### src/design/tree_lca_binary_lifting_defines.svh
// Assertion macros for the tree LCA block.
// Included by the RTL file that carries concurrent assertions; depends on nothing.
`ifndef TREE_LCA_BINARY_LIFTING_DEFINES_SVH
`define TREE_LCA_BINARY_LIFTING_DEFINES_SVH

// same-cycle implication, disabled while reset is asserted
`define TLCA_ASSERT_IMP(name, clock, rstn, ante, cons, msg) \
	name: assert property (@(posedge clock) disable iff (!rstn) (ante) |-> (cons)) \
		else $error(msg);

// next-cycle implication, disabled while reset is asserted
`define TLCA_ASSERT_NXT(name, clock, rstn, ante, cons, msg) \
	name: assert property (@(posedge clock) disable iff (!rstn) (ante) |=> (cons)) \
		else $error(msg);

`endif

### src/design/tlca_ram.sv
// Generic synchronous RAM: one write port, two registered read ports (read-old).
// No dependencies.
`default_nettype none

module tlca_ram #(
	parameter int WIDTH = 8,
	parameter int DEPTH = 16,
	localparam int AW = $clog2(DEPTH)
) (
	input  logic             clk,
	input  logic             we,
	input  logic [AW-1:0]    waddr,
	input  logic [WIDTH-1:0] wdata,
	input  logic [AW-1:0]    ra_addr,
	output logic [WIDTH-1:0] ra_data,
	input  logic [AW-1:0]    rb_addr,
	output logic [WIDTH-1:0] rb_data
);

	logic [WIDTH-1:0] mem [DEPTH];

	always_ff @(posedge clk) begin
		if (we) begin
			mem[waddr] <= wdata;
		end
		ra_data <= mem[ra_addr];
		rb_data <= mem[rb_addr];
	end

endmodule

`default_nettype wire
### config.mk
export PLATFORM = sky130hd
export DESIGN_NAME = tlca_ram
export DESIGN_NICKNAME = d
export VERILOG_FILES = /design/src/design/tree_lca_binary_lifting_defines.svh /design/src/design/tlca_ram.sv
export SDC_FILE = /design/constraint.sdc
export NUM_CORES = 1
export LEC_CHECK = 0
export ABC_AREA = 0
export BUFFER_PORTS_ARGS = -buffer_cell sky130_fd_sc_hd__buf_4
export CAP_MARGIN = 20
export CORE_UTILIZATION = 54
export DETAILED_ROUTE_END_ITERATION = 10
export PLACE_DENSITY = 0.83
export SKIP_CTS_REPAIR_TIMING = 1
export SLEW_MARGIN = 25
export SYNTH_ARGS = -nofsm -noshare
export SYNTH_HDL_FRONTEND = slang
export SYNTH_SLANG_ARGS = --single-unit
### constraint.sdc
create_clock -name clk -period 1.7 [get_ports clk]
set_input_delay 0 -clock clk [delete_from_list [all_inputs] [get_ports clk]]
set_output_delay 0 -clock clk [all_outputs]
set_load 0.005 [all_outputs]
Word-level counts from Yosys, hierarchy flattened. Memories as Yosys holds them, arrays and structs flattened. A register that Yosys moved wholly into a read port is not among the register bits. Index checks and enable logic that the tools add are counted.

Reduce and logical (&&, ||, !) cells: 0. Muxes and demuxes: 2. Bitwise operators: 0. Add/subtract/negate cells: 0. Eq/ne operators: 0. Shifts and indexed selects: 0. $mul: 0. $lt $le $gt $ge: 0. Div/mod/pow operators: 0.

Operator list (count): $mux W1 (2).

Flip-flop bits (word level): 0. Bits in read-only memories: 0. Latch bits: 0. Memories: 1. Input port bits: 22. Bits in writable memories: 128. Logic and storage cells: 3. Output and inout bits: 16.

Memories: mem (words 16, bits a word 8, rd ports 2, clocked after Yosys merged registers in 2, write ports 1, line tlca_ram.sv:20) `logic [WIDTH-1:0] mem [DEPTH];`.

Logic depth before layout (Yosys ltp).
Word-level depth: 2. Mapped depth: 5. Gate-level depth less buffers: 3.

Least setup slack after synthesis. OpenSTA, ideal clock, no wires.

Path kind: input port to flip-flop. Start: input port waddr[2]. End: memory mem[0][0], enable pin. Stages on the path: 2. Data required time: 1317 ps. Path slack: 207 ps. Buffers on the path: 0. Arrival: 1110 ps. Setup time: 383 ps. Cells stage by stage: or3b_2 -> nor3_1.

RTL lines: start: declaration (line tlca_ram.sv:12) `input logic [AW-1:0] waddr,`; end: declaration (line tlca_ram.sv:20).

No word-level cell before the write port.

==> reports/metrics.yaml <==
run_status:
  status: "finished, final reports clean"
timing:
  fin_crit_ns: 1.48
  setup_viol: 0
  finalSetupTns_ns: 0
  rsz0062_at_grt: "no"
  fmax_mhz: 678
  fin_crit_sh_pct: 86.8
  relSlewSlack_pct: 60.4
  worst_slack_ns: 0.224
  holdWs_ns: 0.0781
  tightest_slew_ns: 0.592
  hold_viol_final: 0
  finClkSkew_ns: 0.00942
  drv_slew: 0
logic_synthesis:
  yosys_warnings: 0
  synth_cell_type_count: 20
  syn-mean-instance-area_sq_um: 20.7
  syn_area_sq_um: 6350
  syn-instance-count: 307
  synth_nets: 329
  synth_seq_cells: 144
  ys_seq_area_share_pct: 65.6
placed_design:
  place.detailed.hpwl_um: 9200
  place_ws_ns: 0.242
  io_buffers: 37
  place_congestion: 0.795
layout:
  n_antenna_cell: 0
  final_nets: 406
  syn2layout_area_growth_pct: 19.5
  drive_gt1_share_pct: 33.8
setup_path:
  critPathMaxFanout: 2
  startpoint_type: "flop"
  crit_arrival_ns: 1.77
  worst-setup-path-type: "flop to flop"
  path_buf_inv: 0
  crit_family: "multiplexers"
  required_ns: 2.00
  cp-end-kind: "flop"
  crit_chain: "mux4_4 > a22oi_1 > nand2_1"
  cpPeakStageDelay_ns: 0.60
  crit_slowest_cell: "mux4_4"
die:
  initial_utilization_pct: 55.6
  die_x_um: 110
  die_height_um: 110
  dieArea_sq_um: 12200
  ioPinCount: 38
  fp-row-count: 39
  core_sq_um: 11400
cts:
  cts_tree: "built"
  htreeDepth: 4
  clkSinkCount: 144
  numCtsBuffers: 17
  cts.path.max_buffers: 2
  clk_pin_slew_ns: 0.06
  worstSkewPairLatency_ns: 0.42
  clock-root-buffer: "clkbuf_16"
global_routing:
  grt_pass1_vias: 3721
  antenna_found_initial: 0
  grt_pass1_wl_um: 22200
  grt_use_total_pct: 26.0
  grt_max_degree: 32
  grt-ovfl-total: 0
route:
  wl_per_cell_um: 27.8
  drt_iter0_drc: 424
  routed_via_density: 6.72
  drt-total-wl_um: 15000
  dr.pass1.iters: 6
  num_vias: 3627
  ant_nets: 0
  drc: 0
job:
  cap_violations: 0
power:
  total_leakage_power_nw: 2.68
  vdd_ir_drop_max_mv: 1.04
  power.density_nw_per_um2: 1110
hold_path:
  hp-class: "primary input to flop"
==> cells by family (layout without fill, tap and decap cells) <==
logic type | count (synthesis) | in the layout | synth area share (%)
muxes | 64 | 64 | 24.4
DFF | 144 | 144 | 65.6
buffers and inverters | 20 | 110 | 2.72
AOI/OAI and AO/OA | 32 | 32 | 3.79
and+or+nand+nor | 47 | 47 | 3.43
==> flip-flops by register name, indices dropped and copies added (netlist names) <==
signal / flops
mem: 128
ra_data: 8
rb_data: 8
==> stage by stage <==
step / cell area (sq um) / power [mW] / utilization (%) / instances
2_1_floorplan: 6350 / 4.43 / - / 307
3_3_place_gp: 6900 / 4.67 / 60.5 / 500
3_5_place_dp: 6900 / 4.70 / 60.5 / 500
4_1_cts: 7510 / 8.49 / 65.7 / 532
5_1_grt: 7590 / 8.69 / 66.4 / 540
6_report: 7590 / 8.45 / 66.4 / 540
==> metal layers <==
metal	GRT usage, %	part of all wire (%)
met4	10.2	2.3
met1	35.1	36
met2	39.3	48
met5	0	0
met3	9.06	13
==> tightest hold or removal path: cells and delay by family <==
kind | cells | cell delay, ns
AOI/OAI and AO/OA | 1 | 0.06
buffers and inverters | 1 | 0.10
muxes | 1 | 0.22
and+or+nand+nor | 1 | 0.07
==> synthesized netlist by cell type (all sizes together) <==
cell / n / area share [%]
mux4: 64 / 24
edfxtp: 128 / 61
clkdlybuf4s25: 6 / 0.95
buf: 14 / 1.8
nor3: 4 / 0.32
nand3b: 2 / 0.24
a22oi: 32 / 3.8
dfxtp: 16 / 5.0
or3b: 1 / 0.14
nor2b: 2 / 0.20
and2: 2 / 0.20
nand2b: 2 / 0.20
and2b: 2 / 0.24
nor2: 14 / 0.83
nand2: 17 / 1.0
nand3: 1 / 0.079
==> cell usage in the layout (no fill, tap or decap), drive strengths merged, types with 4 or more instances in the layout <==
cell,instances
a22oi,32
buf,70
bufinv,4
clkbuf,20
clkinv,6
dfxtp,16
dlygate4sd3,8
edfxtp,128
mux4,64
nand2,17
nor2,14
nor3,4
==> area by class of cell <==
type,count,area (sq um)
clock buffers,20,437
clock inverters,12,166
fillers,749,3830
multi-input cells,143,2010
flip-flops and latches,144,4160
well taps,143,179
repair buffers,78,631
==> path summary, 6_finish.rpt <==
kind	endpoint	slack [ns]	cells after the start	start
max	ra_data[0]$_DFF_P_	0.22	3	mem[2][0]$_DFFE_PP_
min	rb_data[7]$_DFF_P_	0.08	4	rb_addr[0]
max reg2reg	ra_data[0]$_DFF_P_	0.22	3	mem[2][0]$_DFFE_PP_
min reg2reg	rb_data[3]$_DFF_P_	0.70	3	mem[15][3]$_DFFE_PP_
==> power breakdown <==
group / internal (mW) / switching, mW / leakage, nW
sequential: 3.96 / 0.0458 / 1.29
combinational: 0.331 / 0.318 / 1.10
clock: 2.44 / 1.36 / 0.289
total: 6.73 / 1.72 / 2.68
No activity file was read; power rests on OpenSTA's default activity.
